File: config.mk
export PLATFORM = sky130hd
export DESIGN_NAME = max_rescale_pixel_pair_unit
export DESIGN_NICKNAME = d
export VERILOG_FILES = /design/src/rtl/mrpp_pkg.sv /design/src/rtl/max_rescale_pixel_pair_unit.sv /design/src/rtl/mrpp_ctrl.sv /design/src/rtl/mrpp_dp.sv
export VERILOG_INCLUDE_DIRS = /design/src /design/src/rtl
export SDC_FILE = /design/constraint.sdc
export NUM_CORES = 1
export LEC_CHECK = 0
export BUFFER_PORTS_ARGS = -buffer_cell sky130_fd_sc_hd__buf_2
export CAP_MARGIN = 20
export CORE_MARGIN = 2
export CORE_UTILIZATION = 50
export CTS_BUF_LIST = sky130_fd_sc_hd__clkbuf_4 sky130_fd_sc_hd__clkbuf_8
export CTS_CLUSTER_SIZE = 24
export DETAILED_ROUTE_END_ITERATION = 6
export GPL_TIMING_DRIVEN = 0
export PLACE_DENSITY = 0.69
export SLEW_MARGIN = 0
export SYNTH_ARGS = -nofsm -noshare
export SYNTH_HDL_FRONTEND = slang
export SYNTH_SLANG_ARGS = --single-unit
File: constraint.sdc
create_clock -name clk -period 3.75 [get_ports clk]
set_input_delay 0.375 -clock clk [delete_from_list [all_inputs] [get_ports clk]]
set_output_delay 0.375 -clock clk [all_outputs]
set_load 0.005 [all_outputs]
File: src/rtl/assert_macros.svh
// assertion macros for the rtl
`ifndef ASSERT_MACROS_SVH
`define ASSERT_MACROS_SVH

`ifndef NO_ASSERTIONS

// clocked property, ignored while reset is asserted
`define MRPP_ASSERT(lbl, clk_s, rst_s, prop, msg) \
  lbl: assert property (@(posedge clk_s) disable iff (!rst_s) prop) else $error(msg);

// clocked property, checked during reset as well
`define MRPP_ASSERT_ALWAYS(lbl, clk_s, prop, msg) \
  lbl: assert property (@(posedge clk_s) prop) else $error(msg);

`else

`define MRPP_ASSERT(lbl, clk_s, rst_s, prop, msg)
`define MRPP_ASSERT_ALWAYS(lbl, clk_s, prop, msg)

`endif

`endif

File: src/rtl/mrpp_pkg.sv
// shared constants and types for the max rescale pixel pair unit
package mrpp_pkg;

  localparam int unsigned FRAC_BITS = 8;
  // quotient width: pixel <= max keeps the quotient below 2^(8+FRAC_BITS)
  localparam int unsigned QUOT_W = 8 + FRAC_BITS;
  localparam int unsigned CNT_W = $clog2(QUOT_W);
  localparam logic [7:0] CUTOFF_RESET = 8'd20;
  localparam logic [31:0] FULL_SCALE = 32'(255) << FRAC_BITS;
  localparam logic [31:0] OUT_LIMIT = 32'h0000_FFFF;
  localparam logic [15:0] OUT_MAX =
    (FULL_SCALE > OUT_LIMIT) ? 16'hFFFF : FULL_SCALE[15:0];

  localparam logic KIND_MEASURE = 1'b0;
  localparam logic KIND_CONVERT = 1'b1;

  typedef enum logic [2:0] {
    ST_IDLE = 3'b001,
    ST_DIV  = 3'b010,
    ST_FIN  = 3'b100
  } state_t;

  typedef struct packed {
    logic measure;  // fold pair into maxima
    logic load;     // start a conversion
    logic step;     // one divider iteration
    logic publish;  // move quotients into the output register
  } dp_cmd_t;

  typedef struct packed {
    logic last_step;
  } dp_status_t;

endpackage

File: src/rtl/max_rescale_pixel_pair_unit.sv
// top level of the max rescale pixel pair unit
// Rescales paired 8-bit target and subject pixels so that each image's
// maximum maps to full scale, 8.8 fixed point (FRAC_BITS fraction bits).
// Feed each image pair twice: measure transactions (kind 0) fold both pixels
// into running maxima, with first set on the opening pair to clear them; then
// convert transactions (kind 1) return pixel*255*2^FRAC_BITS/max, truncated,
// one result per convert. A zero maximum gives zero, a pixel above its
// maximum saturates at full scale, and subject pixels at or below the
// cutoff register give zero. A measure transaction never stalls the
// input and the next can follow at once; a convert runs through the
// restoring divider, which retires one quotient bit per cycle for both
// pixels side by side. in_stall is high while a convert is in the divider
// and while its result waits for the output register; a finished result
// held in the output register does not block the next transaction. The
// cutoff is written through the cfg port, which is always ready; write it
// only while the unit is idle.
module max_rescale_pixel_pair_unit (
  input  logic        clk,
  input  logic        rst_n,
  // input channel
  input  logic        in_valid,
  output logic        in_stall,
  input  logic        in_kind,
  input  logic        in_first,
  input  logic [7:0]  in_target_pixel,
  input  logic [7:0]  in_subject_pixel,
  // result channel
  output logic        out_valid,
  input  logic        out_stall,
  output logic [15:0] out_target_scaled,
  output logic [15:0] out_subject_scaled,
  // configuration channel
  input  logic        cfg_valid,
  output logic        cfg_ready,
  input  logic [7:0]  cfg_subject_cutoff
);

`include "assert_macros.svh"

  mrpp_pkg::dp_cmd_t    cmd;
  mrpp_pkg::dp_status_t status;

  // the cutoff register takes a write on any cycle
  assign cfg_ready = 1'b1;

  // sequencing: accept, iterate the divider, hand over the result
  mrpp_ctrl u_ctrl (
    .clk       (clk),
    .rst_n     (rst_n),
    .in_valid  (in_valid),
    .in_kind   (in_kind),
    .in_stall  (in_stall),
    .out_valid (out_valid),
    .out_stall (out_stall),
    .status    (status),
    .cmd       (cmd)
  );

  // maxima, cutoff, divider lanes and output register
  mrpp_dp u_dp (
    .clk                (clk),
    .rst_n              (rst_n),
    .cmd                (cmd),
    .status             (status),
    .in_first           (in_first),
    .in_target_pixel    (in_target_pixel),
    .in_subject_pixel   (in_subject_pixel),
    .cfg_valid          (cfg_valid),
    .cfg_ready          (cfg_ready),
    .cfg_subject_cutoff (cfg_subject_cutoff),
    .out_target_scaled  (out_target_scaled),
    .out_subject_scaled (out_subject_scaled)
  );

  // a convert transaction occupies the divider on the next cycle
  `MRPP_ASSERT(a_convert_busy, clk, rst_n,
    (in_valid && !in_stall && (in_kind == mrpp_pkg::KIND_CONVERT)) |=> in_stall,
    "convert accepted but unit not busy")

  // a measure transaction never makes a result appear
  `MRPP_ASSERT(a_measure_silent, clk, rst_n,
    (in_valid && !in_stall && (in_kind == mrpp_pkg::KIND_MEASURE) && !out_valid)
      |=> !out_valid,
    "result after measure transaction")

  // scaled values never pass full scale
  `MRPP_ASSERT(a_full_scale, clk, rst_n,
    out_valid |-> ((out_target_scaled <= mrpp_pkg::OUT_MAX) &&
                   (out_subject_scaled <= mrpp_pkg::OUT_MAX)),
    "scaled value above full scale")

  // the unit comes out of reset able to take a transaction
  `MRPP_ASSERT_ALWAYS(a_reset_idle, clk, !rst_n |=> (!in_stall && !out_valid),
    "unit not idle after reset")

endmodule

File: src/rtl/mrpp_ctrl.sv
// controller state machine for the rescale unit
module mrpp_ctrl (
  input  logic                clk,
  input  logic                rst_n,
  input  logic                in_valid,
  input  logic                in_kind,
  output logic                in_stall,
  output logic                out_valid,
  input  logic                out_stall,
  input  mrpp_pkg::dp_status_t status,
  output mrpp_pkg::dp_cmd_t    cmd
);

  mrpp_pkg::state_t state_r, state_nxt;
  logic out_valid_r, out_valid_nxt;
  logic in_take;
  logic out_free;

  assign in_stall = (state_r != mrpp_pkg::ST_IDLE);
  assign in_take  = in_valid && !in_stall;
  assign out_free = !out_valid_r || !out_stall;
  assign out_valid = out_valid_r;

  always_comb begin
    state_nxt   = state_r;
    cmd.measure = 1'b0;
    cmd.load    = 1'b0;
    cmd.step    = 1'b0;
    cmd.publish = 1'b0;
    case (state_r)
      mrpp_pkg::ST_IDLE: begin
        if (in_take) begin
          if (in_kind == mrpp_pkg::KIND_CONVERT) begin
            cmd.load  = 1'b1;
            state_nxt = mrpp_pkg::ST_DIV;
          end else begin
            cmd.measure = 1'b1;
          end
        end
      end
      mrpp_pkg::ST_DIV: begin
        cmd.step = 1'b1;
        if (status.last_step) begin
          state_nxt = mrpp_pkg::ST_FIN;
        end
      end
      mrpp_pkg::ST_FIN: begin
        if (out_free) begin
          cmd.publish = 1'b1;
          state_nxt   = mrpp_pkg::ST_IDLE;
        end
      end
      default: begin
        state_nxt = mrpp_pkg::ST_IDLE;
      end
    endcase
  end

  always_comb begin
    out_valid_nxt = out_valid_r;
    if (out_valid_r && !out_stall) begin
      out_valid_nxt = 1'b0;
    end
    if (cmd.publish) begin
      out_valid_nxt = 1'b1;
    end
  end

  always_ff @(posedge clk) begin
    if (!rst_n) begin
      state_r     <= mrpp_pkg::ST_IDLE;
      out_valid_r <= 1'b0;
    end else begin
      state_r     <= state_nxt;
      out_valid_r <= out_valid_nxt;
    end
  end

endmodule

File: src/rtl/mrpp_dp.sv
// datapath: maxima, cutoff register, two-lane restoring divider, output register
module mrpp_dp (
  input  logic                 clk,
  input  logic                 rst_n,
  input  mrpp_pkg::dp_cmd_t    cmd,
  output mrpp_pkg::dp_status_t status,
  input  logic                 in_first,
  input  logic [7:0]           in_target_pixel,
  input  logic [7:0]           in_subject_pixel,
  input  logic                 cfg_valid,
  input  logic                 cfg_ready,
  input  logic [7:0]           cfg_subject_cutoff,
  output logic [15:0]          out_target_scaled,
  output logic [15:0]          out_subject_scaled
);

  localparam int unsigned QW = mrpp_pkg::QUOT_W;
  localparam int unsigned CW = mrpp_pkg::CNT_W;

  logic [7:0]    cutoff_r;
  logic [7:0]    tmax_r, smax_r;
  logic [7:0]    tmax_nxt, smax_nxt;
  logic [CW-1:0] cnt_r;
  logic [7:0]    trem_r, srem_r;
  logic [QW-1:0] tlo_r, slo_r;
  logic          tzero_r, szero_r, tsat_r, ssat_r;
  logic [15:0]   tout_r, sout_r;

  logic [15:0]   tprod, sprod;
  logic [8:0]    ttrial, strial;
  logic          tge, sge;
  logic [31:0]   tval, sval;

  // pixel*255 as a shift and subtract
  assign tprod = {in_target_pixel, 8'h00} - 16'(in_target_pixel);
  assign sprod = {in_subject_pixel, 8'h00} - 16'(in_subject_pixel);

  assign ttrial = {trem_r, tlo_r[QW-1]};
  assign strial = {srem_r, slo_r[QW-1]};
  assign tge    = ttrial >= {1'b0, tmax_r};
  assign sge    = strial >= {1'b0, smax_r};

  assign status.last_step = (cnt_r == CW'(QW - 1));

  // first clears, then the pair is folded
  always_comb begin
    tmax_nxt = tmax_r;
    smax_nxt = smax_r;
    if (cmd.measure) begin
      if (in_first || (in_target_pixel > tmax_r)) begin
        tmax_nxt = in_target_pixel;
      end
      if (in_first || (in_subject_pixel > smax_r)) begin
        smax_nxt = in_subject_pixel;
      end
    end
  end

  always_comb begin
    if (tzero_r) begin
      tval = 32'd0;
    end else if (tsat_r) begin
      tval = mrpp_pkg::FULL_SCALE;
    end else begin
      tval = 32'(tlo_r);
    end
    if (szero_r) begin
      sval = 32'd0;
    end else if (ssat_r) begin
      sval = mrpp_pkg::FULL_SCALE;
    end else begin
      sval = 32'(slo_r);
    end
  end

  always_ff @(posedge clk) begin
    if (!rst_n) begin
      cutoff_r <= mrpp_pkg::CUTOFF_RESET;
      tmax_r   <= 8'd0;
      smax_r   <= 8'd0;
    end else begin
      if (cfg_valid && cfg_ready) begin
        cutoff_r <= cfg_subject_cutoff;
      end
      tmax_r <= tmax_nxt;
      smax_r <= smax_nxt;
    end
  end

  always_ff @(posedge clk) begin
    if (!rst_n) begin
      cnt_r <= '0;
    end else if (cmd.load) begin
      cnt_r <= '0;
    end else if (cmd.step) begin
      cnt_r <= cnt_r + CW'(1);
    end
  end

  always_ff @(posedge clk) begin
    if (cmd.load) begin
      trem_r  <= tprod[15:8];
      srem_r  <= sprod[15:8];
      tlo_r   <= QW'(tprod[7:0]) << mrpp_pkg::FRAC_BITS;
      slo_r   <= QW'(sprod[7:0]) << mrpp_pkg::FRAC_BITS;
      tzero_r <= (tmax_r == 8'd0);
      szero_r <= (smax_r == 8'd0) || (in_subject_pixel <= cutoff_r);
      tsat_r  <= (in_target_pixel > tmax_r);
      ssat_r  <= (in_subject_pixel > smax_r);
    end else if (cmd.step) begin
      trem_r <= tge ? 8'(ttrial - {1'b0, tmax_r}) : ttrial[7:0];
      srem_r <= sge ? 8'(strial - {1'b0, smax_r}) : strial[7:0];
      tlo_r  <= {tlo_r[QW-2:0], tge};
      slo_r  <= {slo_r[QW-2:0], sge};
    end
  end

  always_ff @(posedge clk) begin
    if (cmd.publish) begin
      tout_r <= (tval > mrpp_pkg::OUT_LIMIT) ? 16'hFFFF : tval[15:0];
      sout_r <= (sval > mrpp_pkg::OUT_LIMIT) ? 16'hFFFF : sval[15:0];
    end
  end

  assign out_target_scaled  = tout_r;
  assign out_subject_scaled = sout_r;

endmodule

; After elaboration in Yosys (flattened, before gate mapping)
; Cells that the tools add are included.
[op_classes]
n_addsub = 5
n_lt_le_gt_ge = 7
eq_ne = 9
n_mux = 28
bitwise = 1
n_reduce_logical = 17
[op_table]
columns = op, n
row1 = $mux W16, 6
row2 = $gt A32 B16 Y1 const B, 2
row3 = $mux W32, 2
row4 = $mux W8, 6
row5 = $sub A16 B8 Y16, 2
row6 = $ge A9 B8 Y1, 2
row7 = $gt A8 B8 Y1, 2
row8 = $logic_not A8 Y1, 2
row9 = $sub A8 B8 Y8, 2
row10 = $mux W3, 4
row11 = $pmux W3 S3, 1
row12 = $le A8 B8 Y1, 1
row13 = $mux W1, 7
row14 = $add A4 B1 Y4 const B, 1
row15 = $eq A4 B4 Y1 const B, 1
row16 = $logic_or A1 B1 Y1, 4
row17 = $mux W2, 2
row18 = $ne A2 B1 Y1 const B, 2
row19 = $ne A2 B2 Y1 const B, 2
row20 = $reduce_and A2 Y1, 2
row21 = $reduce_and A4 Y1, 1
row22 = $reduce_bool A2 Y1, 2
row23 = $eq A3 B1 Y1 const B, 1
row24 = $eq A3 B2 Y1 const B, 1
row25 = other kinds (6), 9
[totals]
ff_bits = 116
input_bits = 31
output_inout_bits = 35
word_cells = 85

; Longest topological paths before layout
; Gate-level depths: netlist of the first run.
[depth]
word_depth = 6
ltp_mapped = 9
depth_no_buf = 9

; Hierarchy
; From an unflattened synthesis of the first run, not the netlist that was laid out.
[unflattened]
cells_unflattened = 712
hier_area_um2 = 6750.2
[modules_own_cells]
columns = mod, instances, cells_each, area_each_um2, seq_area_each_um2
row1 = mrpp_dp, 1, 682, 6511.2, 2922.8
row2 = mrpp_ctrl, 1, 28, 227.7, 80.1
row3 = max_rescale_pixel_pair_unit, 1, 2, 11.3, 0.0

; Worst setup path before layout of the first run
; Ideal clock, no wire load.
[synth_timing]
path_kind = register to register
startpoint = register u_ctrl.state_r[0]
endpoint = register u_dp.sout_r[0] (netlist: u_dp.out_subject_scaled[0]) (enable)
setup_ps = 432
arrival_time_ps = 2391
required_ps = 3318
path_slack_ps = 927
path_stages_with_launch = 3
n_path_buf = 0
period_less_slack_ps = 2823
path_cell_list = dfxtp_1 or3b_2 a21oi_1
[synth_rtl]
columns = item, line
row1 = from (decl), mrpp_ctrl.sv:14  ; mrpp_pkg::state_t state_r, state_nxt;
row2 = from (signal assigned), mrpp_ctrl.sv:71  ; state_r <= mrpp_pkg::ST_IDLE;
row3 = from (signal assigned), mrpp_ctrl.sv:74  ; state_r <= state_nxt;
row4 = to (signal assigned), mrpp_dp.sv:121  ; sout_r <= (sval > mrpp_pkg::OUT_LIMIT) ? 16'hFFFF : sval[15:0];
row5 = to (decl), mrpp_dp.sv:27  ; logic [15:0] tout_r, sout_r;

; Worst setup path after layout of the first run
[layout_timing]
startpoint = register u_ctrl.state_r[0]
endpoint = register u_dp.srem_r[2] (enable)
[layout_between]
elab_chain_len = 6
elab_cells_between_ends = 9
cone_classes = eq/ne (3) / mux (3) / reduce/logical (3)
[layout_lines]
columns = item, line
row1 = $ne A3 B1 Y1, mrpp_ctrl.sv:19  ; assign in_stall = (state_r != mrpp_pkg::ST_IDLE);
row2 = $logic_not A1 Y1, mrpp_ctrl.sv:20  ; assign in_take = in_valid && !in_stall;
row3 = $logic_and A1 B1 Y1, mrpp_ctrl.sv:20
row4 = $mux W2, mrpp_ctrl.sv:32  ; if (in_take) begin
row5 = $mux W2, mrpp_ctrl.sv:30  ; case (state_r)
row6 = $reduce_bool A2 Y1 (no source line) (*), --
row7 = to (signal assigned), mrpp_dp.sv:103  ; srem_r <= sprod[15:8];
row8 = to (signal assigned), mrpp_dp.sv:112  ; srem_r <= sge ? 8'(strial - {1'b0, smax_r}) : strial[7:0];
row9 = to (decl), mrpp_dp.sv:24  ; logic [7:0] trem_r, srem_r;
; Mark *: on every way between the ends. The rest lies on a longest branch, timed or not.
; A chain may end at the register's enable or synchronous reset.

==> results.cfg, run 1 <==
[grt]
grt_pass1_vias = 4783
grt_pass1_wl_mm = 23.63
grt_max_degree = 33
grt_usage_pct = 21.75
grt_overflow = 0
antenna_found_initial = 0

[critical_path]
max_stage_delay_ps = 750
crit_chain = nor3b_1 > nand3_1 > clkbuf_1 > buf_1 > nand2_1 > buf_16
crit_type = flip-flop to flip-flop
slowest_stage = nand2_1
crit_arrival_ps = 3210
required_ps = 3900
cpLargestDelayFamily = simple AND/OR/NAND/NOR gates
end_kind = flip-flop
critPathMaxFanout = 17
cp-start-kind = flip-flop
worst-path-buf-inv = 3

[die]
fp.dieArea_mm2 = 0.01382
coreArea_mm2 = 0.01262
pin_count = 66
chipWidth_um = 117.5
die_h_um = 117.5
rows = 41
initial_core_util_pct = 51.08

[clock_network]
cts_resized = 0
clockBufferDepth = 2
cts_buffers = 17
cts_setup_buffers = 0
clock-sinks = 116
htreeDepth = 4
ctsHoldBuffers = 0
clkSlewWorstSetupHoldPaths_ps = 70
tritoncts = done
clk_root_buffer_cell = clkbuf_8
worstSkewPairLatency_ps = 450

[synth]
yosys_warnings = 0
syn_inst = 658
ys_seq_area_share_pct = 46.58
synth_edf_count = 68
ys_types = 56
synth_top_area_share_pct = 31.68
syn-num-nets = 736
ys.flop_type = edfxtp_1
syn_area_mm2 = 0.006446
ys_async_sr_fraction_pct = 0
synth_seq_cells = 116
synthTopCellsByArea = edfxtp_1 32%, dfxtp_1 15%, ha_1 8.7%, mux2i_1 4.7%, nand2_1 4.2%
avgSynthCellArea_um2 = 9.797
synth_area_leader_cell = edfxtp_1

[power_and_ir_drop]
peakVddDrop_uv = 292.4
p_per_area_mw_per_mm2 = 417.1
leakagePower_nw = 2.970

[route]
vias_per_cell = 5.493
drc = 0
routed_wl_mm = 14.66
dr.first_iter.drc_count = 348
vias = 5081
wl_per_cell_um = 15.85
ant_nets = 0
firstDrtPassIters = 5

[sta]
clock_skew_ps = 17.59
finalHoldViolations = 0
worst_slew_margin_rel_pct = 35.08
period_share_pct = 81.51
clock.fmax_ghz = 0.3272
period_minus_slack_ps = 3057
rsz0062_at_grt = false
report.final.slew_viol_count = 0
setup_viol = 0
fin_tns_setup_ps = 0
worst_pin_slew_ps = 971.6

[finish]
drive_above_1_share_pct = 15.14
nNetsFinal = 818
n_antenna_cell = 0
syn_to_final_growth_pct = 14.75
final_cell_area_mm2 = 0.007397

[place]
portBuffers = 62
dp_hpwl_mm = 11.00
place_area_mm2 = 0.007010
gp_congestion = 0.9080

[run]
drv_cap = 0

[status]
status = finished clean

[hold_path]
hold_class = input pin to flip-flop
==> stage by stage <==
step                utilization [%]  hold slack (ps)  cells  total power, mW  worst slack [ps]
floorplan                         -            426.7    658            1.829             927.4
detailed placement            55.55            447.1    893            1.980             736.4
CTS                           58.62            142.6    925            3.096             706.5
global route                  58.62            143.8    925            3.214             472.0
finish                        58.62            158.8    925            3.086             693.3
global placement              55.24            435.9    892            1.954             474.5
==> power breakdown <==
part           leakage [nW]  internal (mW)  switching, mW
Combinational          1.76          0.216          0.307
Sequential             1.02           1.41         0.0283
Clock                 0.193          0.603          0.524
==> layout make-up <==
cell class                      instances  area (um^2)
Multi-Input combinational cell        483         3222
Clock buffer                           19        249.0
Tap cell                              172        215.2
Clock inverter                         13        137.6
Buffer                                 24        101.3
Sequential cell                       116         3003
Fill cell                            1120         5223
Timing Repair Buffer                   63        337.8
Inverter                               35        131.4
==> routing by layer <==
metal  part of all wire (%)  wire [um]  GRT usage, %
met1                     46       6721         28.64
met2                     45       6617         33.59
met3                    7.0       1028         6.298
met4                    2.0        294         9.187
met5                      0          0             0
==> registers in the layout, summed over array words and instances, names as in the netlist, 3 cells and up <==
name,cells
u_dp.trem_r,8
u_dp.out_target_scaled,16
u_dp.cutoff_r,8
u_dp.cnt_r,4
u_dp.tlo_r,16
u_dp.tmax_r,8
u_ctrl.state_r,3
u_dp.srem_r,8
u_dp.smax_r,8
u_dp.slo_r,16
u_dp.out_subject_scaled,16
==> Yosys cell counts, drive strengths merged, types with 11 or more instances <==
| master | n |
|---|---|
| nand3 | 24 |
| and2 | 21 |
| ha | 45 |
| clkbuf | 17 |
| o21ai | 35 |
| nor3 | 11 |
| xnor2 | 14 |
| nor2 | 60 |
| dfxtp | 48 |
| nor2b | 27 |
| a21oi | 43 |
| inv | 35 |
| nand2 | 72 |
| mux2i | 30 |
| edfxtp | 68 |
==> tightest hold or removal path: stages <==
cell	delay [ps]
buf_2	80
nand2_1	40
o211ai_1	70
==> layout by cell type, fill, tap and decap left out, types with 5 or more instances in the layout <==
master    count
clkbuf_8     17
nand4_1       9
a21oi_1      40
nor3_1       11
nor2b_1      27
nand3_1      24
ha_1         45
inv_1        35
o31ai_1       5
nor2_1       60
buf_1         5
a31oi_1       5
xnor2_1      14
edfxtp_1     68
nand2_1      72
o21ai_0      34
and2_1       21
mux2i_1      30
buf_2        62
xor2_1        9
o211ai_1      7
dfxtp_1      48
a211oi_1      7
clkbuf_1     17
==> logic make-up after synthesis <==
logic type | Yosys count | synth area share (%)
AOI/OAI and AO/OA | 130 | 13.32
xor gates and xnor gates | 23 | 3.125
adders and majority gates | 47 | 9.356
buffers and inverters | 59 | 3.610
DFF | 116 | 46.58
muxes | 32 | 5.008
other | 1 | 0.05817
and+or+nand+nor | 250 | 18.94
==> final timing paths <==
kind / to / cells after the start / slack (ps) / startpoint
worst max-delay path: u_dp.srem_r[2]$_DFFE_PP_ / 6 / 690 / u_ctrl.state_r[0]$_SDFFE_PN1P_
worst min register to register: u_dp.slo_r[2]$_SDFFE_PP0P_ / 2 / 450 / u_dp.slo_r[1]$_SDFFE_PP0P_
worst min-delay path: u_dp.cutoff_r[2]$_SDFFE_PN1P_ / 3 / 160 / cfg_subject_cutoff[2]
worst max register to register: u_dp.srem_r[2]$_DFFE_PP_ / 6 / 690 / u_ctrl.state_r[0]$_SDFFE_PN1P_
Note: power is estimated with default switching activity, not from simulation.
==> run 2: changes to the inputs <==
- PLACE_DENSITY: 0.69 -> 0.72
- clock period: 3.75 -> 2.8 ns (I/O delays scaled with it)
==> results.cfg, run 2 (synthesis gave the netlist of run 1 again) <==
[status]
status = finished clean

[place]
dp_cells = 893
gp_congestion = 0.9481
place_area_mm2 = 0.007010
dp_hpwl_mm = 11.21
portBuffers = 62

[finish]
final_cell_area_mm2 = 0.007452
layout_commonest_cell = nand2_1
multi_input_area_mm2 = 0.003224
drive_above_1_share_pct = 15.29
n_antenna_cell = 0
syn_to_final_growth_pct = 15.61
seqCellArea_mm2 = 0.003003
fillers = 1097
final_cell_mix = 71 x nand2_1, 68 x edfxtp_1, 62 x buf_2
nNetsFinal = 818
stdcell_count = 924

[route]
routed_wl_mm = 14.90
drc = 0
firstDrtPassIters = 5
vias = 5079
vias_per_cell = 5.497
ant_nets = 0
dr.first_iter.drc_count = 456
wl_per_cell_um = 16.12

[sta]
worst_slew_margin_rel_pct = 34.91
period_minus_slack_ps = 2545
rsz0062_at_grt = false
worst_pin_slew_ps = 974.2
clock.fmax_ghz = 0.3930
report.final.slew_viol_count = 0
clock_skew_ps = 6.955
setup_viol = 0
period_share_pct = 90.89
finalHoldViolations = 0

[clock_network]
clkSlewWorstSetupHoldPaths_ps = 70
tritoncts = done
clockBufferDepth = 2
clock-sinks = 116
htreeDepth = 4
clk_root_buffer_cell = clkbuf_8
ctsHoldBuffers = 0
worstSkewPairLatency_ps = 440
cts_buffers = 17

[critical_path]
worst-path-buf-inv = 1
crit_arrival_ps = 2830
crit_chain = inv_1 > ha_1 > nor2b_1 > o211ai_1 > a21oi_2 > a211oi_4 > mux2_2 > a21oi_1
required_ps = 3090
cpLargestDelayFamily = compound AO/OA/AOI/OAI gates
ff2ff_setup_slack_ps = 260
worst_r2r_endpoint = u_dp.srem_r[1]$_DFFE_PP_
crit_type = flip-flop to flip-flop
r2r-start = u_dp.smax_r[1]$_SDFFE_PN0P_
rr_worst_depth = 8
cp-start-kind = flip-flop
slowest_stage = a211oi_4
critPathMaxFanout = 10
max_stage_delay_ps = 530
end_kind = flip-flop

[power_and_ir_drop]
leakagePower_nw = 2.998
p_seq_share_pct = 44.4
p_int_mw = 3.215
switching_share_pct = 25.83
clkPwrFrac_pct = 39.3
p_switching_mw = 1.119
peakVddDrop_uv = 246.3
combPwrFrac_pct = 16.3
p_per_area_mw_per_mm2 = 581.7

[die]
rows = 41
chipWidth_um = 117.5
pin_count = 66
coreArea_mm2 = 0.01262
fp.dieArea_mm2 = 0.01382
die_h_um = 117.5
initial_core_util_pct = 51.08

[grt]
antenna_found_initial = 1
grt_overflow = 0
grt_pass1_vias = 4917
grt_usage_pct = 21.95
grt_pass1_wl_mm = 24.13
grt_max_degree = 33

[hold_path]
hp-start = cfg_subject_cutoff[2]
hold_end = u_dp.cutoff_r[2]$_SDFFE_PN1P_
hold_class = input pin to flip-flop
hold_depth = 3

[run]
drv_cap = 0
## run 2: worst register-to-register path: stages, from the launching register on
cell	delay [ps]
dfxtp_1	390
inv_1	110
ha_1	300
nor2b_1	150
o211ai_1	250
a21oi_2	110
a211oi_4	530
mux2_2	400
a21oi_1	150
## run 2: timing repair
action / CTS / global route
endpoints found under the setup margin: 16 / 16
gates cloned: 0 / 0
buffers inserted: 0 / 0
resized for setup: 1 / 1
## run 2: worst max path at each step
| stage | from | end | slack (ps) | depth (start not counted) |
|---|---|---|---|---|
| global route | u_ctrl.state_r[0]$_SDFFE_PN1P_ | u_dp.trem_r[3]$_DFFE_PP_ | 90 | 6 |
| finish | u_dp.smax_r[1]$_SDFFE_PN0P_ | u_dp.srem_r[1]$_DFFE_PP_ | 260 | 8 |
| global placement | u_ctrl.state_r[0]$_SDFFE_PN1P_ | u_dp.trem_r[1]$_DFFE_PP_ | -390 | 5 |
| floorplan | u_ctrl.state_r[0]$_SDFFE_PN1P_ | u_dp.slo_r[10]$_DFFE_PP_ | 510 | 5 |
| CTS | u_ctrl.state_r[0]$_SDFFE_PN1P_ | u_dp.trem_r[2]$_DFFE_PP_ | 130 | 6 |
| detailed placement | u_ctrl.state_r[0]$_SDFFE_PN1P_ | u_dp.trem_r[2]$_DFFE_PP_ | -130 | 6 |
## run 2: final cells by class
cell class	instances	share of cell area [%]
multi-input cells	483	43.27
repair buffers	63	4.533
plain buffers	24	1.377
well taps	172	2.888
inverters	35	1.763
flip-flops and latches	116	40.30
clock buffers	22	3.811
clock inverters	9	2.065
## run 2: power by group through the flow
stage	sequential [mW]	combinational, mW	clock (mW)
finish	1.92	0.705	1.70
global route	1.93	0.778	1.80
CTS	1.92	0.697	1.72
detailed placement	1.96	0.693	0
global placement	1.96	0.657	0
floorplan	1.95	0.503	0
## run 2: metrics by stage
stage | setup TNS, ps | worst slack [ps] | hold slack, ps | total power [mW] | utilization, %
final | 0 | 255.2 | 63.82 | 4.335 | 59.05
after global routing | 0 | 91.94 | 65.40 | 4.505 | 59.05
after CTS | 0 | 125.4 | 39.75 | 4.345 | 59.04
after detailed placement | -2123 | -134.1 | 446.4 | 2.652 | 55.55
after global placement | -12390 | -389.8 | 435.5 | 2.615 | 55.27
after floorplan | 0 | 512.7 | 410.4 | 2.449 | -
## run 2: per-layer routing
| layer | GRT usage (%) | part of all wire [%] |
|---|---|---|
| met4 | 9.036 | 2.2 |
| met3 | 5.911 | 6.6 |
| met5 | 0 | 0 |
| met1 | 28.29 | 44 |
| met2 | 35.09 | 47 |
==> run 3: changes to the inputs <==
- CORE_ASPECT_RATIO: unset -> 1.5
==> results.cfg, run 3 (synthesis gave the netlist of run 1 again) <==
[grt]
grt_max_degree = 33
grt_pass1_wl_mm = 24.81
grt_usage_pct = 22.54
grt_pass1_vias = 5134
antenna_found_initial = 0
grt_overflow = 0

[die]
chipWidth_um = 96.71
rows = 50
fp.dieArea_mm2 = 0.01384
die_h_um = 143.1
initial_core_util_pct = 51.52
pin_count = 66
coreArea_mm2 = 0.01251

[clock_network]
htreeDepth = 4
ctsHoldBuffers = 0
clk_root_buffer_cell = clkbuf_8
clkSlewWorstSetupHoldPaths_ps = 80
tritoncts = done
worstSkewPairLatency_ps = 440
clock-sinks = 116
clockBufferDepth = 2
cts_buffers = 17

[route]
vias_per_cell = 5.700
routed_wl_mm = 15.38
wl_per_cell_um = 16.92
dr.first_iter.drc_count = 213
firstDrtPassIters = 5
vias = 5181
ant_nets = 0
drc = 0

[finish]
n_antenna_cell = 0
fillers = 1099
utilization_pct = 58.99
layout_commonest_cell = nand2_1
syn_to_final_growth_pct = 14.50
final_cell_mix = 71 x nand2_1, 68 x edfxtp_1, 62 x buf_2
drive_above_1_share_pct = 15.54
nNetsFinal = 818
final_cell_area_mm2 = 0.007381

[power_and_ir_drop]
p_int_mw = 2.899
switching_share_pct = 29.99
p_per_area_mw_per_mm2 = 561.1
peakVddDrop_uv = 347.8
clkPwrFrac_pct = 36.5
p_seq_share_pct = 46.4
combPwrFrac_pct = 17.2
power_mw = 4.141
p_switching_mw = 1.242
leakagePower_nw = 2.974

[critical_path]
cpMostUsedCell = a21oi_2
required_ps = 2990
cp-start-kind = flip-flop
slowest_stage = a211oi_4
critPathMaxFanout = 10
cpLargestDelayFamily = compound AO/OA/AOI/OAI gates
rr_worst_depth = 8
crit_type = flip-flop to flip-flop
end_kind = flip-flop
critical_path_cell_count = 8
crit_arrival_ps = 2810
worst-path-buf-inv = 1
max_stage_delay_ps = 550
crit_chain = inv_1 > ha_1 > a31o_1 > a21oi_2 > a21oi_2 > a211oi_4 > mux2i_1 > a21oi_1

[sta]
setup_viol = 0
period_share_pct = 93.89
rsz0062_at_grt = false
fin_tns_setup_ps = 0
clock.fmax_ghz = 0.3804
worst_slew_margin_rel_pct = 34.77
finalHoldViolations = 0
period_minus_slack_ps = 2629
clock_skew_ps = 9.037
worst_pin_slew_ps = 976.2
report.final.slew_viol_count = 0

[run]
drv_cap = 0

[hold_path]
hold_depth = 3
hold_class = input pin to flip-flop

[place]
place_area_mm2 = 0.006990
portBuffers = 62
dp_hpwl_mm = 11.61
gp_congestion = 0.9782

[status]
status = finished clean
## run 3: cell types whose count changed in the layout (fill, tap and decap cells not counted)
| cell | change |
|---|---|
| nor3b_1 | -1 |
| nor3b_2 | +1 |
| clkbuf_8 | -2 |
| inv_6 | +5 |
| bufinv_16 | -3 |
| clkbuf_4 | -3 |
| inv_8 | +2 |
| clkinv_4 | +2 |
## run 3: worst min-delay path: stages
cell      delay, ps
buf_2            70
nand2_1          50
o211ai_1         60
## run 3: area by class of cell
class                   instances  area, um^2  area share (%)
well taps                     156       195.2           2.645
clock buffers                  17       234.0           3.170
inverters                      35       131.4           1.780
plain buffers                  24       102.6           1.390
flip-flops and latches        116        3003           40.68
repair buffers                 63       337.8           4.577
clock inverters                15       147.6           2.000
multi-input cells             483        3229           43.75
## run 3: path summary, 6_finish.rpt
check / start / slack [ps] / endpoint
worst max-delay path: u_dp.slo_r[15]$_DFFE_PP_ / 170 / u_dp.srem_r[4]$_DFFE_PP_
worst min-delay path: cfg_subject_cutoff[4] / 50 / u_dp.cutoff_r[4]$_SDFFE_PN1P_
worst max register to register: u_dp.slo_r[15]$_DFFE_PP_ / 170 / u_dp.srem_r[4]$_DFFE_PP_
worst min register to register: u_dp.tlo_r[3]$_SDFFE_PP0P_ / 450 / u_dp.tlo_r[4]$_SDFFE_PP0P_
## run 3: through the flow
| stage | hold WS [ps] | std cells | setup slack (ps) |
|---|---|---|---|
| final | 53.18 | 909 | 171.0 |
| after detailed placement | 443.5 | 877 | -327.0 |
| after floorplan | 410.4 | 658 | 512.7 |
| after CTS | 41.39 | 909 | 74.19 |
| after global placement | 434.4 | 876 | -550.5 |
| after global routing | 61.82 | 909 | 57.28 |
## run 3: per-layer routing
layer	track usage (%)	part of all wire (%)
met5	0	0
met4	11.56	4.3
met3	4.405	4.3
met2	41.15	52
met1	24.78	39
## run 3: power by group through the flow
| stage | Combinational [mW] | Sequential [mW] | Clock [mW] |
|---|---|---|---|
| floorplan | 0.503 | 1.95 | 0 |
| global placement | 0.666 | 1.96 | 0 |
| detailed placement | 0.700 | 1.96 | 0 |
| CTS | 0.704 | 1.92 | 1.54 |
| global route | 0.792 | 1.93 | 1.60 |
| finish | 0.710 | 1.92 | 1.51 |
## run 3: timing repair
action / 4_1_cts / 5_1_grt
gates resized for setup: 2 / 1
setup endpoints to repair: 32 / 16
setup buffers: 0 / 0
